**src/rtl/rtcp_compound_feedback_parser_defines.svh**
```systemverilog
// Assertion macros for the RTCP compound feedback parser.
// Included by the top level; needs no other file.
`ifndef RTCP_COMPOUND_FEEDBACK_PARSER_DEFINES_SVH
`define RTCP_COMPOUND_FEEDBACK_PARSER_DEFINES_SVH
`ifndef NO_ASSERTIONS
// Property checked on every rising clock edge outside reset.
`define RCFP_ASSERT(label, clk, rstn, prop, msg) \
  label: assert property (@(posedge clk) disable iff (!rstn) (prop)) else $error(msg);
// Condition that must never hold outside reset.
`define RCFP_ASSERT_NEVER(label, clk, rstn, cond, msg) \
  label: assert property (@(posedge clk) disable iff (!rstn) !(cond)) else $error(msg);
`else
`define RCFP_ASSERT(label, clk, rstn, prop, msg)
`define RCFP_ASSERT_NEVER(label, clk, rstn, cond, msg)
`endif
`endif

```
**src/rtl/rcfp_pkg.sv**
```systemverilog
// Shared types, constants and helpers of the RTCP compound feedback parser.
// No dependencies.
package rcfp_pkg;

  localparam int unsigned NackCapacity = 32;
  localparam int unsigned FillW        = $clog2(NackCapacity + 1);
  localparam int unsigned AddrW        = (NackCapacity > 1) ? $clog2(NackCapacity) : 1;
  localparam int unsigned IdxW         = 18;
  localparam int unsigned OutDataW     = 104;

  localparam logic [7:0] PtRr   = 8'd201;
  localparam logic [7:0] PtPsfb = 8'd206;
  localparam logic [7:0] PtRtfb = 8'd205;
  localparam logic [4:0] FmtOne = 5'd1;
  localparam logic [1:0] RtcpVersion = 2'd2;

  typedef enum logic [1:0] {
    KIND_EVENT = 2'd0,
    KIND_SEQ   = 2'd1,
    KIND_DONE  = 2'd2,
    KIND_ERROR = 2'd3
  } item_kind_e;

  typedef enum logic [1:0] {
    EV_UNKNOWN = 2'd0,
    EV_RR      = 2'd1,
    EV_PLI     = 2'd2,
    EV_NACK    = 2'd3
  } event_kind_e;

  typedef enum logic [2:0] {
    S_IN,
    S_EXPAND,
    S_EVENT,
    S_SEQ,
    S_DONE,
    S_ERR
  } state_e;

  // Commands from the sequencer to the NACK unit.
  typedef struct packed {
    logic              start;
    logic              clear;
    logic [31:0]       fci;
    logic [FillW-1:0]  rd_idx;
  } nack_ctrl_t;

  // Status of the NACK unit.
  typedef struct packed {
    logic              busy;
    logic [FillW-1:0]  fill;
    logic              dropped;
    logic [15:0]       rdata;
  } nack_stat_t;

  // Classify a sub-packet from its type (bits 12..5) and format (bits 4..0).
  function automatic event_kind_e event_kind_of(logic [12:0] tf);
    event_kind_e ek;
    ek = EV_UNKNOWN;
    if (tf[12:5] == PtRr) ek = EV_RR;
    else if (tf[12:5] == PtPsfb && tf[4:0] == FmtOne) ek = EV_PLI;
    else if (tf[12:5] == PtRtfb && tf[4:0] == FmtOne) ek = EV_NACK;
    return ek;
  endfunction

endpackage

```
**src/rtl/rcfp_nack_unit.sv**
```systemverilog
// NACK expansion unit: one shared adder walks a PID/BLP word bit by bit
// and fills the sequence store; also serves the registered read port. Uses rcfp_pkg.
module rcfp_nack_unit (
  input  logic                clk_i,
  input  logic                rst_ni,
  input  rcfp_pkg::nack_ctrl_t ctrl_i,
  output rcfp_pkg::nack_stat_t stat_o
);
  import rcfp_pkg::*;

  logic [15:0]      mem [NackCapacity];
  logic [15:0]      pid_q, rdata_q;
  logic [16:0]      mask_q, mask_d;
  logic [4:0]       cnt_q, cnt_d;
  logic             busy_q, busy_d;
  logic [FillW-1:0] fill_q, fill_d;
  logic             drop_q, drop_d;
  logic [15:0]      seq;
  logic             push, room;

  // Shared adder: PID plus bit offset.
  assign seq  = pid_q + {11'd0, cnt_q};
  assign push = busy_q && mask_q[0];
  assign room = fill_q < FillW'(NackCapacity);

  // Sequencing of the expansion.
  always_comb begin
    mask_d = mask_q;
    cnt_d  = cnt_q;
    busy_d = busy_q;
    fill_d = fill_q;
    drop_d = drop_q;
    if (ctrl_i.clear) begin
      fill_d = '0;
      drop_d = 1'b0;
      busy_d = 1'b0;
    end else if (ctrl_i.start) begin
      mask_d = {ctrl_i.fci[15:0], 1'b1};
      cnt_d  = '0;
      busy_d = 1'b1;
    end else if (busy_q) begin
      mask_d = {1'b0, mask_q[16:1]};
      cnt_d  = cnt_q + 5'd1;
      if (cnt_q == 5'd16) busy_d = 1'b0;
      if (push) begin
        if (room) fill_d = fill_q + FillW'(1);
        else drop_d = 1'b1;
      end
    end
  end

  always_ff @(posedge clk_i or negedge rst_ni) begin
    if (!rst_ni) begin
      busy_q <= 1'b0;
      fill_q <= '0;
      drop_q <= 1'b0;
      cnt_q  <= '0;
      mask_q <= '0;
    end else begin
      busy_q <= busy_d;
      fill_q <= fill_d;
      drop_q <= drop_d;
      cnt_q  <= cnt_d;
      mask_q <= mask_d;
    end
  end

  always_ff @(posedge clk_i) begin
    if (ctrl_i.start) pid_q <= ctrl_i.fci[31:16];
  end

  // Sequence store with one write and one registered read per cycle.
  always_ff @(posedge clk_i) begin
    if (push && room && !ctrl_i.clear) mem[fill_q[AddrW-1:0]] <= seq;
    rdata_q <= mem[ctrl_i.rd_idx[AddrW-1:0]];
  end

  assign stat_o.busy    = busy_q;
  assign stat_o.fill    = fill_q;
  assign stat_o.dropped = drop_q;
  assign stat_o.rdata   = rdata_q;

endmodule

```
**src/rtl/rtcp_compound_feedback_parser.sv**
```systemverilog
// Top level of the RTCP compound feedback parser: header parsing, sequencer
// and output register. Depends on rcfp_pkg, rcfp_nack_unit and the defines header.
//
//  Channel | Dir | tdata                                          | tuser     | tlast
//  s_axis  | in  | data_byte[7:0]                                 | -         | last_byte
//  m_axis  | out | packet_type, format_count, event_kind, sender, | item_kind | last_of_run
//          |     | media, nack_total, nack_overflow, lost_seq     |           |
//
// A byte that completes a NACK FCI word holds the input while the shared adder
// expands all 17 positions. A completed sub-packet then emits one result per
// cycle while the output is taken: the event, the stored entries, and done
// after the last sub-packet of the compound packet.
// Reset clears all control state; the sequence store needs no clearing.
// Output stalls hold the sequencer; the input is ready only while parsing.
`include "rtcp_compound_feedback_parser_defines.svh"
module rtcp_compound_feedback_parser (
  input  logic         clk_i,
  input  logic         rst_ni,
  input  logic         s_axis_tvalid,
  output logic         s_axis_tready,
  input  logic [7:0]   s_axis_tdata,   // data_byte[7:0]
  input  logic         s_axis_tlast,
  output logic         m_axis_tvalid,
  input  logic         m_axis_tready,
  // [7:0] packet_type, [12:8] format_count, [14:13] event_kind,
  // [46:15] sender_sync_id, [78:47] media_sync_id, [84:79] nack_total,
  // [85] nack_overflow, [101:86] lost_sequence, [103:102] zero
  output logic [rcfp_pkg::OutDataW-1:0] m_axis_tdata,
  output logic [1:0]   m_axis_tuser,   // item_kind[1:0]
  output logic         m_axis_tlast
);
  import rcfp_pkg::*;

  state_e            state_q, state_d;
  logic [IdxW-1:0]   idx_q, idx_d, len_q, len_d, len_cur;
  logic [12:0]       tf_q, tf_d;
  logic [63:0]       ssrc_q, ssrc_d;
  logic [31:0]       fci_q, fci_d;
  logic              swallow_q, swallow_d;
  logic              lastp_q, lastp_d, emitp_q, emitp_d;
  logic [FillW-1:0]  rd_q, rd_d;
  nack_ctrl_t        nctl;
  nack_stat_t        nst;

  logic              out_v_q, out_v_d, out_last_q, out_last_d;
  item_kind_e        out_kind_q, out_kind_d;
  logic [OutDataW-1:0] out_data_q, out_data_d;

  logic              take, free, fail, complete, fci_done, clear_sub;
  logic              nack_start;
  logic              last_seq;
  event_kind_e       ek;
  logic [2:0]        lane;
  logic [IdxW:0]     rr_min;

  rcfp_nack_unit u_nack (
    .clk_i  (clk_i),
    .rst_ni (rst_ni),
    .ctrl_i (nctl),
    .stat_o (nst)
  );

  assign s_axis_tready = (state_q == S_IN);
  assign take          = s_axis_tvalid && s_axis_tready;
  assign free          = !out_v_q || m_axis_tready;
  assign ek            = event_kind_of(tf_q);
  assign lane          = 3'd3 - idx_q[2:0];
  assign rr_min        = (IdxW+1)'(4) + (IdxW+1)'({tf_q[4:0], 4'd0})
                         + (IdxW+1)'({tf_q[4:0], 3'd0});
  assign len_cur       = (idx_q == IdxW'(3)) ? (len_q | IdxW'({s_axis_tdata, 2'b00})) : len_q;
  assign last_seq      = (rd_q + FillW'(1)) == nst.fill;

  // Decode of the accepted byte.
  always_comb begin
    fail     = 1'b0;
    fci_done = 1'b0;
    if (idx_q == '0) begin
      fail = s_axis_tdata[7:6] != RtcpVersion;
    end else if (idx_q == IdxW'(3)) begin
      if (ek == EV_RR && {1'b0, len_cur} < rr_min) fail = 1'b1;
      if (ek == EV_PLI && len_cur != IdxW'(8)) fail = 1'b1;
      if (ek == EV_NACK && len_cur < IdxW'(8)) fail = 1'b1;
    end else if (idx_q >= IdxW'(12) && ek == EV_NACK) begin
      fci_done = idx_q[1:0] == 2'd3;
    end
    complete = !fail && idx_q >= IdxW'(3) && ({1'b0, idx_q} == {1'b0, len_cur} + (IdxW+1)'(3));
    if (!fail && !complete && s_axis_tlast) fail = 1'b1;
  end

  // Next state.
  always_comb begin
    state_d = state_q;
    unique case (state_q)
      S_IN: begin
        if (take && !swallow_q) begin
          if (fail) state_d = S_ERR;
          else if (fci_done) state_d = S_EXPAND;
          else if (complete) state_d = S_EVENT;
        end
      end
      S_EXPAND: if (!nst.busy) state_d = emitp_q ? S_EVENT : S_IN;
      S_EVENT: begin
        if (free) begin
          if (nst.fill != '0) state_d = S_SEQ;
          else state_d = lastp_q ? S_DONE : S_IN;
        end
      end
      S_SEQ: if (free && last_seq) state_d = lastp_q ? S_DONE : S_IN;
      S_DONE: if (free) state_d = S_IN;
      S_ERR: if (free) state_d = S_IN;
      default: state_d = S_IN;
    endcase
  end

  // Parser registers and NACK unit commands.
  always_comb begin
    idx_d     = idx_q;
    len_d     = len_q;
    tf_d      = tf_q;
    ssrc_d    = ssrc_q;
    fci_d     = fci_q;
    swallow_d = swallow_q;
    lastp_d   = lastp_q;
    emitp_d   = emitp_q;
    clear_sub = 1'b0;
    nack_start = 1'b0;
    if (take) begin
      if (swallow_q) begin
        if (s_axis_tlast) swallow_d = 1'b0;
      end else begin
        if (idx_q == '0) tf_d = {8'd0, s_axis_tdata[4:0]};
        else if (idx_q == IdxW'(1)) tf_d = {s_axis_tdata, tf_q[4:0]};
        else if (idx_q == IdxW'(2)) len_d = IdxW'({s_axis_tdata, 10'd0});
        else if (idx_q == IdxW'(3)) len_d = len_cur;
        else begin
          if (ek != EV_UNKNOWN && idx_q < IdxW'(12)) ssrc_d[lane*8 +: 8] = s_axis_tdata;
          if (ek == EV_NACK && idx_q >= IdxW'(12)) fci_d = {fci_q[23:0], s_axis_tdata};
        end
        if (!complete) idx_d = idx_q + IdxW'(1);
        lastp_d = s_axis_tlast;
        emitp_d = complete;
        if (fail) begin
          clear_sub = 1'b1;
          swallow_d = !s_axis_tlast;
        end else if (fci_done) begin
          nack_start = 1'b1;
        end
      end
    end
    if ((state_q == S_EVENT && free && nst.fill == '0)
        || (state_q == S_SEQ && free && last_seq)) clear_sub = 1'b1;
    if (clear_sub) begin
      idx_d  = '0;
      len_d  = '0;
      tf_d   = '0;
      ssrc_d = '0;
      fci_d  = '0;
    end
  end

  assign nctl.start  = nack_start;
  assign nctl.clear  = clear_sub;
  assign nctl.fci    = fci_d;
  assign nctl.rd_idx = rd_d;

  // Read pointer of the sequence store, aligned with its registered data.
  always_comb begin
    rd_d = '0;
    if (state_q == S_SEQ) rd_d = free ? rd_q + FillW'(1) : rd_q;
  end

  // Output register loads.
  always_comb begin
    out_v_d    = out_v_q && !m_axis_tready;
    out_kind_d = out_kind_q;
    out_data_d = out_data_q;
    out_last_d = out_last_q;
    if (free) begin
      unique case (state_q)
        S_EVENT: begin
          out_v_d    = 1'b1;
          out_kind_d = KIND_EVENT;
          out_last_d = nst.fill == '0 && !lastp_q;
          out_data_d = '0;
          out_data_d[7:0]   = tf_q[12:5];
          out_data_d[12:8]  = tf_q[4:0];
          out_data_d[14:13] = ek;
          out_data_d[46:15] = ssrc_q[63:32];
          out_data_d[78:47] = (ek == EV_RR && tf_q[4:0] == '0) ? 32'd0 : ssrc_q[31:0];
          out_data_d[84:79] = 6'(nst.fill);
          out_data_d[85]    = nst.dropped;
        end
        S_SEQ: begin
          out_v_d    = 1'b1;
          out_kind_d = KIND_SEQ;
          out_last_d = last_seq && !lastp_q;
          out_data_d = '0;
          out_data_d[101:86] = nst.rdata;
        end
        S_DONE, S_ERR: begin
          out_v_d    = 1'b1;
          out_kind_d = (state_q == S_DONE) ? KIND_DONE : KIND_ERROR;
          out_last_d = 1'b1;
          out_data_d = '0;
        end
        default: ;
      endcase
    end
  end

  always_ff @(posedge clk_i or negedge rst_ni) begin
    if (!rst_ni) begin
      state_q   <= S_IN;
      idx_q     <= '0;
      len_q     <= '0;
      tf_q      <= '0;
      ssrc_q    <= '0;
      fci_q     <= '0;
      swallow_q <= 1'b0;
      lastp_q   <= 1'b0;
      emitp_q   <= 1'b0;
      rd_q      <= '0;
      out_v_q   <= 1'b0;
    end else begin
      state_q   <= state_d;
      idx_q     <= idx_d;
      len_q     <= len_d;
      tf_q      <= tf_d;
      ssrc_q    <= ssrc_d;
      fci_q     <= fci_d;
      swallow_q <= swallow_d;
      lastp_q   <= lastp_d;
      emitp_q   <= emitp_d;
      rd_q      <= rd_d;
      out_v_q   <= out_v_d;
    end
  end

  always_ff @(posedge clk_i) begin
    out_kind_q <= out_kind_d;
    out_data_q <= out_data_d;
    out_last_q <= out_last_d;
  end

  assign m_axis_tvalid = out_v_q;
  assign m_axis_tdata  = out_data_q;
  assign m_axis_tuser  = out_kind_q;
  assign m_axis_tlast  = out_last_q;

  // Consistency checks.
  `RCFP_ASSERT(a_err_last, clk_i, rst_ni, (m_axis_tvalid && m_axis_tuser == KIND_ERROR) |-> m_axis_tlast, "error item without last_of_run")
  `RCFP_ASSERT(a_fill_cap, clk_i, rst_ni, nst.fill <= FillW'(NackCapacity), "nack fill beyond capacity")
  `RCFP_ASSERT(a_swallow_idle, clk_i, rst_ni, swallow_q |-> (idx_q == '0 && (state_q == S_IN || state_q == S_ERR)), "swallowing outside idle parse")
  `RCFP_ASSERT_NEVER(a_ready_busy, clk_i, rst_ni, s_axis_tready && nst.busy, "input ready while expanding")

endmodule
```
**config.mk**
```make
export PLATFORM = sky130hd
export DESIGN_NAME = rtcp_compound_feedback_parser
export DESIGN_NICKNAME = d
export VERILOG_FILES = /design/src/rtl/rcfp_pkg.sv /design/src/rtl/rcfp_nack_unit.sv /design/src/rtl/rtcp_compound_feedback_parser.sv
export VERILOG_INCLUDE_DIRS = /design/src /design/src/rtl
export SDC_FILE = /design/constraint.sdc
export NUM_CORES = 1
export LEC_CHECK = 0
export ABC_AREA = 1
export CAP_MARGIN = 10
export CORE_UTILIZATION = 50
export DETAILED_ROUTE_END_ITERATION = 8
export DONT_BUFFER_PORTS = 1
export PLACE_DENSITY = 0.62
export SYNTH_ARGS = -nofsm -noshare
export SYNTH_HDL_FRONTEND = slang
export SYNTH_HIERARCHICAL = 1
export SYNTH_SLANG_ARGS = --single-unit
```
**constraint.sdc**
```tcl
create_clock -name clk_i -period 7.9 [get_ports clk_i]
set_input_delay 0.79 -clock clk_i [delete_from_list [all_inputs] [get_ports clk_i]]
set_output_delay 0.79 -clock clk_i [all_outputs]
set_load 0.1 [all_outputs]
```
# Yosys cells after proc, flatten, opt, wreduce, memory -nomap -nowiden
# Memory sizes are Yosys's and may differ from the RTL's. A register that Yosys moved wholly into a read port is not among the register bits.
# Cells that the tools add are included.
op_classes:
  add_sub_neg: 10
  n_lt_le_gt_ge: 6
  n_eq_ne: 36
  n_shift: 2
  n_mux: 98
  bitwise: 3
  reduce_logical: 64
ops:
  columns: ["op", "n"]
  rows:
  - ["$mux W64", 8]
  - ["$pmux W104 S3", 1]
  - ["$mux W32", 9]
  - ["$mux W18", 12]
  - ["$mux W13", 5]
  - ["$bwmux W64", 1]
  - ["$shift A8 B34 Y64 const A", 1]
  - ["$shiftx A8 B34 Y64", 1]
  - ["$mux W6", 7]
  - ["$eq A18 B2 Y1 const B", 2]
  - ["$lt A18 B4 Y1 const B", 2]
  - ["$mux W1", 34]
  - ["$mux W17", 2]
  - ["$neg A6 Y34", 1]
  - ["$mux W3", 10]
  - ["$logic_and A1 B1 Y1", 25]
  - ["$eq A8 B8 Y1 const B", 3]
  - ["$ne A2 B2 Y1 const B", 11]
  - ["$add A18 B2 Y19 const B", 1]
  - ["$eq A18 B19 Y1", 1]
  - ["$add A18 B1 Y18 const B", 1]
  - ["$eq A18 B1 Y1 const B", 1]
  - ["$ge A18 B2 Y1 const B", 1]
  - ["$ge A18 B4 Y1 const B", 1]
  - ["43 further kinds", 78]
totals:
  register_bits: 311
  mem_bits_rw: 512
  inputBits: 13
  output_inout_bits: 109
  elab_cells: 242
  n_memories: 1
mem_list:
  columns: ["memory", "depth", "width", "rd", "rd_ports_with_merged_regs", "write_ports", "line_no", "text"]
  rows:
  - ["u_nack.mem", 32, 16, 1, 1, 1, "rcfp_nack_unit.sv:11", "logic [15:0] mem [NackCapacity];"]

# Longest topological paths before layout
logic_depth:
  word_depth: 27
  depth_mapped: 32
  ltp_nobuf: 29

# Hierarchy
# Netlist, hierarchy kept.
by_module_without_submodules:
  columns: ["module", "n_inst", "cells_each", "area_each_um2", "seq_area_each_um2"]
  rows:
  - ["rcfp_nack_unit", 1, 2047, 23632.7, 16926.2]
  - ["rtcp_compound_feedback_parser", 1, 1450, 12963.7, 7056.8]

# Worst setup path after synthesis
# OpenSTA, ideal clock, no wires.
synth_path:
  path_type: "reg2reg"
  start: "register out_v_q, in the netlist m_axis_tvalid"
  end: "register out_data_q[0], in the netlist m_axis_tdata[0], enable pin"
  setup_time_ns: 0.570
  arrival_ns: 5.339
  t_required_ns: 7.330
  slack_ns: 1.991
  stages_incl_launch_ff: 4
  n_path_buf: 0
  path_cell_list: "dfrtp_1 -> inv_1 -> nor2_1 -> nor2_1"
synth_between:
  elab_chain_cells: 3
synth_rtl:
  columns: ["element", "line_no", "text"]
  rows:
  - ["start, declared", "rtcp_compound_feedback_parser.sv:45", "logic out_v_q, out_v_d, out_last_q, out_last_d;"]
  - ["start signal, assigned", "rtcp_compound_feedback_parser.sv:235", "out_v_q <= out_v_d;"]
  - ["$logic_not A1 Y1", "rtcp_compound_feedback_parser.sv:65", "assign free = !out_v_q || m_axis_tready;"]
  - ["$logic_or A1 B1 Y1", "rtcp_compound_feedback_parser.sv:65", null]
  - ["$reduce_and A2 Y1 (no line)", null, null]
  - ["end signal, assigned", "rtcp_compound_feedback_parser.sv:241", "out_data_q <= out_data_d;"]
  - ["end, declared", "rtcp_compound_feedback_parser.sv:47", "logic [OutDataW-1:0] out_data_q, out_data_d;"]
# No other way between the ends.
# A chain may end at the register's enable or synchronous reset.

# Final worst setup path
layout_path:
  start: "register idx_q[0]"
  end: "memory u_nack.mem[19][13], enable pin"
layout_between:
  elab_chain_cells: 24
  elab_cells_between_ends: 32
layout_rtl:
  columns: ["element", "line_no", "text"]
  rows:
  - ["start, declared", "rtcp_compound_feedback_parser.sv:35", "logic [IdxW-1:0] idx_q, idx_d, len_q, len_d, len_cur;"]
  - ["start signal, assigned", "rtcp_compound_feedback_parser.sv:226", "idx_q <= idx_d;"]
  - ["$eq A18 B2 Y1", "rtcp_compound_feedback_parser.sv:70, rtcp_compound_feedback_parser.sv:79", null]
  - ["$mux W18", "rtcp_compound_feedback_parser.sv:70", "assign len_cur = (idx_q == IdxW'(3)) ? (len_q | IdxW'({s_axis_tdata, 2'b00})) : len_q;"]
  - ["$lt A18 B11 Y1", "rtcp_compound_feedback_parser.sv:80", "if (ek == EV_RR && {1'b0, len_cur} < rr_min) fail = 1'b1;"]
  - ["$logic_and A1 B1 Y1", "rtcp_compound_feedback_parser.sv:80", null]
  - ["$mux W1", "rtcp_compound_feedback_parser.sv:80", null]
  - ["$mux W1", "rtcp_compound_feedback_parser.sv:81", "if (ek == EV_PLI && len_cur != IdxW'(8)) fail = 1'b1;"]
  - ["$mux W1", "rtcp_compound_feedback_parser.sv:82", "if (ek == EV_NACK && len_cur < IdxW'(8)) fail = 1'b1;"]
  - ["$mux W1", "rtcp_compound_feedback_parser.sv:79", "end else if (idx_q == IdxW'(3)) begin"]
  - ["(+8 left out)", null, null]
  - ["$mux W1 *", "rtcp_compound_feedback_parser.sv:142", "if (fail) begin"]
  - ["$mux W1 *", "rtcp_compound_feedback_parser.sv:128", "if (swallow_q) begin"]
  - ["$mux W1 *", "rtcp_compound_feedback_parser.sv:127", "if (take) begin"]
  - ["$mux W1 *", "rtcp_compound_feedback_parser.sv:150", "if ((state_q == S_EVENT && free && nst.fill == '0)"]
  - ["$logic_not A1 Y1 *", "rcfp_nack_unit.sv:74", "if (push && room && !ctrl_i.clear) mem[fill_q[AddrW-1:0]] <= seq;"]
  - ["$logic_and A1 B1 Y1 *", "rcfp_nack_unit.sv:74", null]
  - ["$mux W1 *", "rcfp_nack_unit.sv:74", null]
  - ["$mux W1 (implied by the code) *", "rcfp_nack_unit.sv:74", null]
  - ["end, declared", "rcfp_nack_unit.sv:11", null]
# Every way passes the cells marked *; elsewhere a longest branch is shown, timed or not.

==> impl_metrics.tcl <==
set metrics [dict create \
    clock_latency_ns 0.64 \
    slew_viol_final 0 \
    gr-total-overflow 0 \
    reg2reg_depth 25 \
    synth_fa_ha_area_frac 0.0114 \
    synthXorXnorAreaFrac 0.00957 \
    n_antenna_cell 0 \
    synthDistinctLibCells 52 \
    ys_seq_area_frac 0.655 \
    ios 122 \
    drive_gt1_frac 0.0954 \
    die_h_um 273 \
    clk_pin_slew_worst_paths_ns 0.06 \
    syn_area_um2 36600 \
    synth_simple_gate_area_frac 0.224 \
    worst_pin_slew_ns 1.14 \
    status "complete, no violations" \
    max_freq_mhz 169 \
    cp_max_fo 36 \
    required_ns 8.23 \
    grt_antenna_before_repair 1 \
    slew_headroom 0.243 \
    synth-compound-area-share 0.0422 \
    die-area_um2 74300 \
    synth_top_family_by_area "simple AND/OR/NAND/NOR gates" \
    fillCellCount 6116 \
    detailed_place_hpwl_mm 60.7 \
    htreeDepth 3 \
    async_flop_share 0.223 \
    hold_viol 0 \
    drtIter0Drc 2489 \
    clock_sinks 835 \
    rsz0062_at_grt "no" \
    synth.most_common_cell "nand2_1" \
    fp.dieW_um 273 \
    leakage_nw 15.6 \
    multi_input_area_um2 10700 \
    grt_pass1_vias 24470 \
    num_vias 25090 \
    hp-class "input pin to asynchronous set/reset pin" \
    crit_type "flip-flop to flip-flop" \
    rr_endpoint "u_nack/mem[19][13]$_DFFE_PP_" \
    avgRoutedWirePerCell_um 21.5 \
    crit-reg2reg-launch "idx_q[0]$_DFFE_PN0P_" \
    endpoint_kind "flip-flop" \
    clockBufferDepth 3 \
    grt_usage 0.261 \
    cts_tree "built" \
    core_um2 72000 \
    yosysTopAreaCell "edfxtp_1" \
    muxShareOfSynthArea 0 \
    synth_ff_type "edfxtp_1" \
    ys_seq_elements 835 \
    yosys-top-cells-count "nand2_1 (1042), edfxtp_1 (633), nand3_1 (517)" \
    finalClockSkew_ns 0.0274 \
    viasPerCell 5.57 \
    cts-resized-gates 0 \
    synth_edf_count 633 \
    utilization 0.560 \
    root_buffer "clkbuf_16" \
    fin_crit_ns 5.90 \
    remaining_drc_errors 0 \
    maxCapViolations 0 \
    routed_wl_mm 96.6 \
    ant_nets 0 \
    num_rows 98 \
    syn2layout_area_growth_pct 10.1 \
    dr.pass1.iters 7 \
    ir_drop_v 0.000265 \
    initial_core_util 0.508 \
    setup_tns_ns 0 \
    power_density_nw_per_um2 301 \
    netlist_instances 3497 \
    register_area_um2 24000 \
    syn_area_per_cell_um2 10.5 \
    numCtsBuffers 86 \
    synth_area_leaders "edfxtp_1 (52%), dfrtp_1 (13%), nand2_1 (11%)" \
    numPortBuffers 0 \
    postCtsHoldBufs 1 \
    finalCritPeriodShare 0.747 \
    grt_pass1_wl_mm 147 \
    cts_setup_buffers 0 \
    arrival_ns 6.23 \
    ys_warn_count 6 \
    grt_max_degree 187 \
    gp_congestion 0.928 \
    nets 3524 \
    setup_viol 0 \
    reg2reg_slack_ns 2.00 \
    start_kind "flip-flop" \
    synth_top_area_frac 0.519 \
]
## worst max-delay path by stage
stage	startpoint	endpoint	slack, ns	cells after the start
final	idx_q[0]$_DFFE_PN0P_	u_nack/mem[19][13]$_DFFE_PP_	2.00	25
after global routing	idx_q[0]$_DFFE_PN0P_	u_nack/mem[19][0]$_DFFE_PP_	1.66	25
after CTS	idx_q[0]$_DFFE_PN0P_	u_nack/mem[28][8]$_DFFE_PP_	1.75	24
after detailed placement	idx_q[0]$_DFFE_PN0P_	u_nack/mem[28][3]$_DFFE_PP_	1.76	24
after global placement	idx_q[0]$_DFFE_PN0P_	u_nack/mem[30][14]$_DFFE_PP_	1.96	24
after floorplan	m_axis_tvalid$_DFF_PN0_	m_axis_tdata[0]$_SDFFCE_PP0P_	1.99	3
## critical path, cell delays in order (launching register included)
cell,delay (ns)
dfrtp_1,0.63
ha_1,0.44
inv_2,0.14
nor3_4,0.23
nand3_4,0.19
o21bai_2,0.33
ha_1,0.19
nand2_1,0.05
inv_1,0.05
nand2_1,0.04
nand2_1,0.07
nand2_1,0.05
nand2_1,0.06
nand2_1,0.06
nand2_1,0.06
nand2_1,0.07
nand2_1,0.07
nand2_1,0.06
nand2_2,0.08
nand2_2,0.11
nand2_1,0.12
nand2_4,0.33
nor3_1,0.71
nand2_1,0.48
nor2_1,0.67
buf_4,0.29
## per-stage QoR
step	instances	total power [mW]	cell area (um2)	setup slack (ns)	hold slack, ns
finish	4502	12.1	40300	2.00	0.186
global route	4502	12.6	40300	1.66	0.221
CTS	4495	12.2	40200	1.75	0.209
detailed placement	4333	8.05	37300	1.76	0.455
global placement	4332	8.03	37300	1.96	0.457
floorplan	3498	7.64	36600	1.99	0.433
## area by class of cell
class                           count  share of cell area
Sequential cell                   835               0.595
Clock buffer                      118              0.0597
Clock inverter                     43              0.0124
Tap cell                          950              0.0295
Timing Repair Buffer               71              0.0150
Inverter                          245              0.0230
Multi-Input combinational cell   2240               0.265
## state kept, by name, indices dropped and copies added (netlist names)
register	flops
m_axis_tlast	1
u_nack/cnt_q	5
emitp_q	1
ssrc_q	64
u_nack/mask_q	17
fci_q	32
lastp_q	1
idx_q	18
len_q	16
rd_q	6
u_nack/fill_q	6
m_axis_tdata	102
m_axis_tuser	2
u_nack/busy_q	1
u_nack/drop_q	1
u_nack/mem	512
tf_q	13
swallow_q	1
m_axis_tvalid	1
state_q	3
u_nack/pid_q	16
u_nack/rdata_q	16
## logic make-up (layout without fill, tap and decap cells)
family,count (synthesis),count (layout)
simple gates,1928,1928
flops,835,835
buf+inv,423,477
compound gates,238,238
xor+xnor,40,40
fa+ha+maj,32,32
other cells,1,2
## where the power goes
part / total [mW] / switching [mW] / internal [mW]
sequential: 6.38 / 1.38 / 5.00
clock: 4.14 / 1.69 / 2.44
combinational: 1.60 / 1.25 / 0.351
## placed cells by master, fill, tap and decap left out, drive strengths merged, types with 2 or more instances in the layout
cell type	Yosys	final
a21oi	82	82
a31o	2	2
a31oi	2	2
buf	131	71
bufinv	0	9
clkbuf	47	118
clkinv	2	28
clkinvlp	0	3
conb	1	2
dfrtp	186	186
dfxtp	16	16
edfxtp	633	633
fa	2	2
ha	30	30
inv	243	248
nand2	1049	1049
nand3	518	518
nand4	27	27
nor2	277	277
nor3	39	39
nor4	14	14
o211ai	17	17
o21a	3	3
o21ai	120	120
o21bai	5	5
o22ai	2	2
or2	3	3
xnor2	2	2
xor2	38	38
## per-layer routing
| metal | up-vias | GRT usage | share of wire |
|---|---|---|---|
| met5 | - | 0 | 0 |
| met4 | 0 | 0.0835 | 0.030 |
| met3 | 165 | 0.0352 | 0.055 |
| met2 | 819 | 0.439 | 0.50 |
| met1 | 12367 | 0.351 | 0.42 |
| li1 | 11739 | - | - |
Power figures use the tool's default switching activity.
